### src/pks_pkg.sv
package pks_pkg;

  // Input mode codes.
  localparam logic [1:0] ModeTick = 2'd0;
  localparam logic [1:0] ModeOn   = 2'd1;
  localparam logic [1:0] ModeOff  = 2'd2;

  // Configuration register indexes.
  localparam int unsigned CfgIdxW = 3;
  localparam logic [CfgIdxW-1:0] CfgHeldMethod   = 3'd0;
  localparam logic [CfgIdxW-1:0] CfgHasControl   = 3'd1;
  localparam logic [CfgIdxW-1:0] CfgHasStatus    = 3'd2;
  localparam logic [CfgIdxW-1:0] CfgActiveLevel  = 3'd3;
  localparam logic [CfgIdxW-1:0] CfgStatusOnLvl  = 3'd4;
  localparam logic [CfgIdxW-1:0] CfgPulseTicks   = 3'd5;
  localparam logic [CfgIdxW-1:0] CfgTimeoutTicks = 3'd6;

  localparam int unsigned CfgDataW    = 16;
  localparam int unsigned TicksW      = 16;
  localparam int unsigned CountBitsDefault = 16;
  localparam logic [TicksW-1:0] DefaultTimeout = 16'd10000;

  // One input beat.
  typedef struct packed {
    logic [1:0] mode;
    logic       status_pin;
  } in_item_t;

  // One result beat.
  typedef struct packed {
    logic key_level;
    logic busy_res;
    logic done_res;
    logic success;
    logic modem_on;
  } out_item_t;

  // Current configuration.
  typedef struct packed {
    logic              held_method;
    logic              has_control_pin;
    logic              has_status_pin;
    logic              active_level;
    logic              status_on_level;
    logic [TicksW-1:0] pulse_ticks;
    logic [TicksW-1:0] timeout_ticks;
  } cfg_t;

endpackage

### src/modem_power_key_sequencer_top.sv
// Channel | Direction | Handshake               | Payload
// in      | input     | in_valid_i / in_ready_o  | in_data_i  (in_item_t)
// out     | output    | out_valid_o / out_ready_i| out_data_o (out_item_t)
// cfg     | input     | cfg_we_i                 | cfg_idx_i, cfg_data_i
//
// Each beat passes an input register, then the combinational sequencer logic
// that loads the result register. One beat is accepted per cycle while the
// result register is empty or being drained; the sequencer state advances as
// the result register loads. Reset returns the key to level one and the
// sequencer to idle. When the result register is full and not taken, the input
// register holds one more beat and then in_ready_o drops.
module modem_power_key_sequencer_top
  import pks_pkg::*;
#(
  parameter int unsigned COUNT_BITS = CountBitsDefault
) (
  input  logic                clk_i,
  input  logic                rst_ni,
  input  logic                in_valid_i,
  output logic                in_ready_o,
  input  in_item_t            in_data_i,
  output logic                out_valid_o,
  input  logic                out_ready_i,
  output out_item_t           out_data_o,
  input  logic                cfg_we_i,
  input  logic [CfgIdxW-1:0]  cfg_idx_i,
  input  logic [CfgDataW-1:0] cfg_data_i
);

  cfg_t      cfg;
  in_item_t  in_q;
  logic      in_vld_q;
  out_item_t res, out_q;
  logic      out_vld_q;
  logic      advance, process;

  pks_cfg_regs u_cfg_regs (
    .clk_i      (clk_i),
    .rst_ni     (rst_ni),
    .cfg_we_i   (cfg_we_i),
    .cfg_idx_i  (cfg_idx_i),
    .cfg_data_i (cfg_data_i),
    .cfg_o      (cfg)
  );

  // The result register can load when empty or being drained.
  assign advance    = !out_vld_q || out_ready_i;
  assign process    = in_vld_q && advance;
  assign in_ready_o = !in_vld_q || advance;

  pks_core #(
    .COUNT_BITS (COUNT_BITS)
  ) u_core (
    .clk_i  (clk_i),
    .rst_ni (rst_ni),
    .en_i   (process),
    .item_i (in_q),
    .cfg_i  (cfg),
    .res_o  (res)
  );

  // Input register.
  always_ff @(posedge clk_i or negedge rst_ni) begin
    if (!rst_ni) begin
      in_vld_q <= 1'b0;
    end else if (in_ready_o) begin
      in_vld_q <= in_valid_i;
    end
  end

  always_ff @(posedge clk_i) begin
    if (in_ready_o && in_valid_i) begin
      in_q <= in_data_i;
    end
  end

  // Result register.
  always_ff @(posedge clk_i or negedge rst_ni) begin
    if (!rst_ni) begin
      out_vld_q <= 1'b0;
    end else if (advance) begin
      out_vld_q <= in_vld_q;
    end
  end

  always_ff @(posedge clk_i) begin
    if (process) begin
      out_q <= res;
    end
  end

  assign out_valid_o = out_vld_q;
  assign out_data_o  = out_q;

  // A completed request always leaves the sequencer idle.
  a_done_not_busy: assert property (@(posedge clk_i) disable iff (!rst_ni)
    out_valid_o && out_data_o.done_res |-> !out_data_o.busy_res)
    else $error("done result still reports busy");

  // Success is only reported together with completion.
  a_success_with_done: assert property (@(posedge clk_i) disable iff (!rst_ni)
    out_valid_o && out_data_o.success |-> out_data_o.done_res)
    else $error("success without done");

  // Input stalls only when the result register is full and stalled.
  a_stall_cause: assert property (@(posedge clk_i) disable iff (!rst_ni)
    !in_ready_o |-> out_valid_o && !out_ready_i)
    else $error("input stalled without output backpressure");

endmodule

### src/pks_cfg_regs.sv
module pks_cfg_regs
  import pks_pkg::*;
(
  input  logic                clk_i,
  input  logic                rst_ni,
  input  logic                cfg_we_i,
  input  logic [CfgIdxW-1:0]  cfg_idx_i,
  input  logic [CfgDataW-1:0] cfg_data_i,
  output cfg_t                cfg_o
);

  cfg_t cfg_q, cfg_d;

  // Decode the write index into one register.
  always_comb begin
    cfg_d = cfg_q;
    if (cfg_we_i) begin
      unique case (cfg_idx_i)
        CfgHeldMethod:   cfg_d.held_method     = cfg_data_i[0];
        CfgHasControl:   cfg_d.has_control_pin = cfg_data_i[0];
        CfgHasStatus:    cfg_d.has_status_pin  = cfg_data_i[0];
        CfgActiveLevel:  cfg_d.active_level    = cfg_data_i[0];
        CfgStatusOnLvl:  cfg_d.status_on_level = cfg_data_i[0];
        CfgPulseTicks:   cfg_d.pulse_ticks     = cfg_data_i[TicksW-1:0];
        CfgTimeoutTicks: cfg_d.timeout_ticks   = cfg_data_i[TicksW-1:0];
        default:         cfg_d = cfg_q;
      endcase
    end
  end

  always_ff @(posedge clk_i or negedge rst_ni) begin
    if (!rst_ni) begin
      cfg_q <= '{held_method: 1'b0, has_control_pin: 1'b0, has_status_pin: 1'b0,
                 active_level: 1'b0, status_on_level: 1'b0,
                 pulse_ticks: '0, timeout_ticks: DefaultTimeout};
    end else begin
      cfg_q <= cfg_d;
    end
  end

  assign cfg_o = cfg_q;

endmodule

### src/pks_core.sv
module pks_core
  import pks_pkg::*;
#(
  parameter int unsigned COUNT_BITS = CountBitsDefault
) (
  input  logic      clk_i,
  input  logic      rst_ni,
  input  logic      en_i,
  input  in_item_t  item_i,
  input  cfg_t      cfg_i,
  output out_item_t res_o
);

  typedef enum logic [1:0] {
    PhIdle,
    PhPulseOff,
    PhPulseOn,
    PhWait
  } phase_e;

  localparam int unsigned CmpW = (COUNT_BITS > TicksW) ? COUNT_BITS : TicksW;

  phase_e                phase_q, phase_d;
  logic [COUNT_BITS-1:0] count_q, count_d;
  logic                  key_q, key_d;
  logic                  want_on_q, want_on_d;

  logic                  is_on, status_hit, is_tick, is_req, req_on;
  logic                  done, ok;
  logic [COUNT_BITS-1:0] count_inc;
  logic [CmpW-1:0]       count_ext, pulse_ext, timeout_ext;
  logic                  inactive;

  assign inactive = ~cfg_i.active_level;
  assign is_on    = cfg_i.has_status_pin ? (item_i.status_pin == cfg_i.status_on_level)
                                         : 1'b1;
  assign is_tick  = (item_i.mode == ModeTick);
  assign is_req   = (item_i.mode == ModeOn) || (item_i.mode == ModeOff);
  assign req_on   = (item_i.mode == ModeOn);

  // Saturating tick counter, compared after the increment.
  assign count_inc   = (&count_q) ? count_q : count_q + 1'b1;
  assign count_ext   = CmpW'(count_inc);
  assign pulse_ext   = CmpW'(cfg_i.pulse_ticks);
  assign timeout_ext = CmpW'(cfg_i.timeout_ticks);

  // Next-state logic for one beat.
  always_comb begin
    phase_d    = phase_q;
    count_d    = count_q;
    key_d      = key_q;
    want_on_d  = want_on_q;
    done       = 1'b0;
    ok         = 1'b0;
    status_hit = (is_on == want_on_q);
    unique case (phase_q)
      PhIdle: begin
        if (is_req) begin
          want_on_d  = req_on;
          status_hit = (is_on == req_on);
          if (!cfg_i.has_control_pin) begin
            done = 1'b1;
            ok   = 1'b1;
          end else if (cfg_i.held_method) begin
            key_d = req_on ? cfg_i.active_level : inactive;
            if (!cfg_i.has_status_pin || status_hit) begin
              done = 1'b1;
              ok   = 1'b1;
            end else begin
              phase_d = PhWait;
              count_d = '0;
            end
          end else if (cfg_i.has_status_pin && status_hit) begin
            done = 1'b1;
            ok   = 1'b1;
          end else begin
            key_d   = inactive;
            phase_d = PhPulseOff;
            count_d = '0;
          end
        end
      end
      PhPulseOff: begin
        if (is_tick) begin
          count_d = count_inc;
          if (count_ext >= pulse_ext) begin
            key_d   = cfg_i.active_level;
            phase_d = PhPulseOn;
            count_d = '0;
          end
        end
      end
      PhPulseOn: begin
        if (is_tick) begin
          count_d = count_inc;
          if (count_ext >= pulse_ext) begin
            key_d   = inactive;
            count_d = '0;
            if (!cfg_i.has_status_pin) begin
              phase_d = PhIdle;
              done    = 1'b1;
              ok      = 1'b1;
            end else begin
              phase_d = PhWait;
            end
          end
        end
      end
      PhWait: begin
        if (status_hit) begin
          phase_d = PhIdle;
          done    = 1'b1;
          ok      = 1'b1;
        end else if (is_tick) begin
          count_d = count_inc;
          if (count_ext >= timeout_ext) begin
            phase_d = PhIdle;
            done    = 1'b1;
          end
        end
      end
      default: phase_d = PhIdle;
    endcase
  end

  // Result of this beat, taken from the updated state.
  always_comb begin
    res_o.key_level = key_d;
    res_o.busy_res  = (phase_d != PhIdle);
    res_o.done_res  = done;
    res_o.success   = ok;
    res_o.modem_on  = is_on;
  end

  // Sequencer state, advanced once per processed beat.
  always_ff @(posedge clk_i or negedge rst_ni) begin
    if (!rst_ni) begin
      phase_q   <= PhIdle;
      count_q   <= '0;
      key_q     <= 1'b1;
      want_on_q <= 1'b0;
    end else if (en_i) begin
      phase_q   <= phase_d;
      count_q   <= count_d;
      key_q     <= key_d;
      want_on_q <= want_on_d;
    end
  end

endmodule

### config.mk
export PLATFORM = sky130hd
export DESIGN_NAME = modem_power_key_sequencer_top
export DESIGN_NICKNAME = d
export VERILOG_FILES = /design/src/pks_pkg.sv /design/src/modem_power_key_sequencer_top.sv /design/src/pks_cfg_regs.sv /design/src/pks_core.sv
export SDC_FILE = /design/constraint.sdc
export NUM_CORES = 1
export LEC_CHECK = 0
export BUFFER_PORTS_ARGS = -buffer_cell sky130_fd_sc_hd__buf_2
export CAP_MARGIN = 40
export CORE_MARGIN = 3
export CORE_UTILIZATION = 35
export CTS_CLUSTER_SIZE = 10
export DETAILED_ROUTE_END_ITERATION = 7
export HOLD_SLACK_MARGIN = 0.08
export PLACE_DENSITY = 0.6
export SKIP_LAST_GASP = 1
export SYNTH_ARGS = -nofsm -noshare
export SYNTH_HDL_FRONTEND = slang
export SYNTH_HIERARCHICAL = 1
export SYNTH_SLANG_ARGS = --single-unit
export TNS_END_PERCENT = 5
### constraint.sdc
create_clock -name clk_i -period 5.7 [get_ports clk_i]
set_input_delay 0.855 -clock clk_i [delete_from_list [all_inputs] [get_ports clk_i]]
set_output_delay 0.855 -clock clk_i [all_outputs]
set_load 0.005 [all_outputs]
==> flow_metrics.env <==
export IMPL_ys_seq_elements=67
export IMPL_placed_cells=598
export IMPL_rsz0062_at_grt="false"
export IMPL_outcome="finished clean"
export IMPL_leakage_nw=2.41
export IMPL_start_util_pct=36.1
export IMPL_layout_drive_gt1_share_pct=24.7
export IMPL_path_clk_slew_ns=0.06
export IMPL_pin_count=34
export IMPL_rows=40
export IMPL_drv_cap=0
export IMPL_tns_ns=0
export IMPL_vias=3113
export IMPL_yosysWarnings=6
export IMPL_postRouteAntennaNets=0
export IMPL_period_share_pct=77.9
export IMPL_grt_pass1_wl_um=15700
export IMPL_fmax_mhz=225
export IMPL_finalHoldViolations=0
export IMPL_track_usage_pct=14.3
export IMPL_path_class="flop to flop"
export IMPL_cts_buffer_depth=2
export IMPL_chipHeight_um=118
export IMPL_nFillCells=1181
export IMPL_synth_edf_count=8
export IMPL_synth_cells=410
export IMPL_stdcell_count=614
export IMPL_startpoint_type="flop"
export IMPL_synthFlopType="dfrtp_1"
export IMPL_dr_pass1_iters=4
export IMPL_final_cell_mix="dfrtp_1 (53), ha_1 (40), inv_1 (39), buf_2 (33), nand2_1 (31)"
export IMPL_drtIter0Drc=190
export IMPL_maxSlewHeadroom_pct=49.9
export IMPL_final_common_cell="dfrtp_1"
export IMPL_grt_busiest_layer="met2"
export IMPL_core_area_mm2=0.0121
export IMPL_grt_overflow=0
export IMPL_whs_ns=0.508
export IMPL_nets=508
export IMPL_cts_buffers=9
export IMPL_synth_area_mm2=0.00435
export IMPL_fin_crit_ns=4.44
export IMPL_post_cts_buffers=0
export IMPL_dp_final_hpwl_um=6760
export IMPL_wl_per_cell_um=14.9
export IMPL_die_area_mm2=0.0138
export IMPL_gr_usage_met2_pct=22.1
export IMPL_maxSlewViolCount=0
export IMPL_antenna_cells=0
export IMPL_p_per_area_mw_per_mm2=362
export IMPL_fp_dieW_um=118
export IMPL_synth_cell_types=61
export IMPL_p_total_mw=1.79
export IMPL_cts_resized=0
export IMPL_grt_max_degree=60
export IMPL_avgSynthCellArea_um2=10.6
export IMPL_area_growth_pct=13.4
export IMPL_drc_errors=0
export IMPL_cp_arrival_ns=4.72
export IMPL_io_buffers=33
export IMPL_clock_latency_ns=0.34
export IMPL_setup_viol_count_final=0
export IMPL_async_flop_share_pct=88.1
export IMPL_synth_nets=477
export IMPL_worst_pin_slew_ns=0.751
export IMPL_crit_fanout=16
export IMPL_regArea_mm2=0.00172
export IMPL_root_buffer="clkbuf_16"
export IMPL_worstHoldPathType="flop to flop"
export IMPL_cp_required_ns=5.98
export IMPL_grt_pass1_vias=3160
export IMPL_antenna_found_initial=0
export IMPL_final_setup_skew_ns=0.00811
export IMPL_yosysSeqAreaShare_pct=39.6
export IMPL_met1_usage_pct=18.5
export IMPL_globalRouteMet3Util_pct=4.61
export IMPL_cts_tree="yes"
export IMPL_vdd_drop_max_uv=169
export IMPL_multi_input_area_mm2=0.00238
export IMPL_cts_hold_buf=0
export IMPL_gp_congestion=0.837
export IMPL_htree_levels=3
export IMPL_cts_sinks=67
export IMPL_via_per_inst=5.07
export IMPL_postRouteWirelength_um=9130
export IMPL_cp_end_kind="flop"
-- worst max-delay path, stage by stage, from the launching register on --
cell and delay, ns:
dfrtp_1 0.44, ha_1 0.21, and2_1 0.24, nand4_1 0.24
or3_1 0.56, xnor2_1 0.28, ha_1 0.27, nand2b_1 0.13
a2111oi_0 0.48, or4_4 0.23, a41oi_1 0.10, or2_1 0.44
nor2_1 0.50, a22o_1 0.23
-- routing by layer --
layer,up-vias,wire length (um)
met4,0,234
met2,75,4220
li1,1532,-
met1,1491,4240
met5,-,0
met3,15,432
-- cell usage after synthesis, drive strengths merged (2+ instances only) --
master / number / area share (%)
dfrtp: 53 / 30
mux2: 41 / 12
ha: 40 / 11
inv: 39 / 3.4
nand2: 31 / 2.7
a21oi: 21 / 2.4
nor2: 20 / 1.7
o21ai: 20 / 2.4
nand3: 10 / 1.1
xor2: 10 / 2.0
buf: 9 / 1.9
edfxtp: 8 / 5.5
nand4: 8 / 1.1
a22o: 7 / 1.4
nand2b: 7 / 1.0
and2: 6 / 0.98
dfstp: 6 / 3.6
nor3: 6 / 0.95
clkbuf: 5 / 0.43
nor2b: 5 / 0.72
a31oi: 4 / 0.57
xnor2: 4 / 0.80
and3: 3 / 0.43
and4bb: 3 / 0.86
nand4b: 3 / 1.3
nor3b: 3 / 0.52
o211ai: 3 / 0.63
o31ai: 3 / 0.52
a21o: 2 / 0.34
and4: 2 / 0.40
mux2i: 2 / 0.46
nand3b: 2 / 0.63
o21bai: 2 / 0.34
o22ai: 2 / 0.29
or2: 2 / 0.29
or4: 2 / 0.52
-- cells by family after synthesis --
group	count (synthesis)	share of synthesized area, %
simple gates	116	15.8
compound gates	76	11.3
flops	67	39.6
buf+inv	53	5.69
mux	43	12.8
fa+ha+maj	40	11.5
xor+xnor	15	3.36
-- power by group --
group / leakage [nW] / internal, mW / switching [mW] / total [mW]
clock: 0.145 / 0.350 / 0.222 / 0.573
combinational: 1.46 / 0.252 / 0.299 / 0.551
sequential: 0.803 / 0.590 / 0.0734 / 0.663
total: 2.41 / 1.19 / 0.595 / 1.79
-- per-stage QoR --
step,area [um^2],setup slack (ns),utilization [%]
after floorplan,4350,1.74,-
after global placement,4640,1.29,38.4
after detailed placement,4640,1.23,38.4
after CTS,4940,1.19,40.9
after global routing,4940,0.798,40.9
final,4940,1.26,40.9
-- sequential cells by signal, summed over array words and instances, names as in the netlist --
signal / cells
u_cfg_regs/cfg_o: 37
u_core/count_q: 16
out_data_o: 5
in_q: 3
u_core/phase_q: 2
in_vld_q: 1
out_valid_o: 1
u_core/key_q: 1
u_core/want_on_q: 1
-- final timing paths --
kind / from / to / slack (ns) / cells past startpoint
max reg2reg: u_core/count_q[0] / u_core/count_q[4] / 1.26 / 13
max: u_core/count_q[0] / u_core/count_q[4] / 1.26 / 13
min reg2reg: u_cfg_regs/cfg_o[1] / u_cfg_regs/cfg_o[1] / 0.51 / 1
max in group asynchronous: rst_ni / in_vld_q / 4.54 / 2
min: u_cfg_regs/cfg_o[1] / u_cfg_regs/cfg_o[1] / 0.51 / 1
min in group asynchronous: rst_ni / u_cfg_regs/cfg_o[25] / 0.67 / 2
-- final cells by class --
type                            count  area share, %
Clock buffer                       10           4.84
Clock inverter                      6           1.29
Inverter                           39           2.96
Multi-Input combinational cell    290           48.2
Sequential cell                    67           34.9
Tap cell                          168           4.26
Timing Repair Buffer               34           3.50
Power figures use the tool's default switching activity.
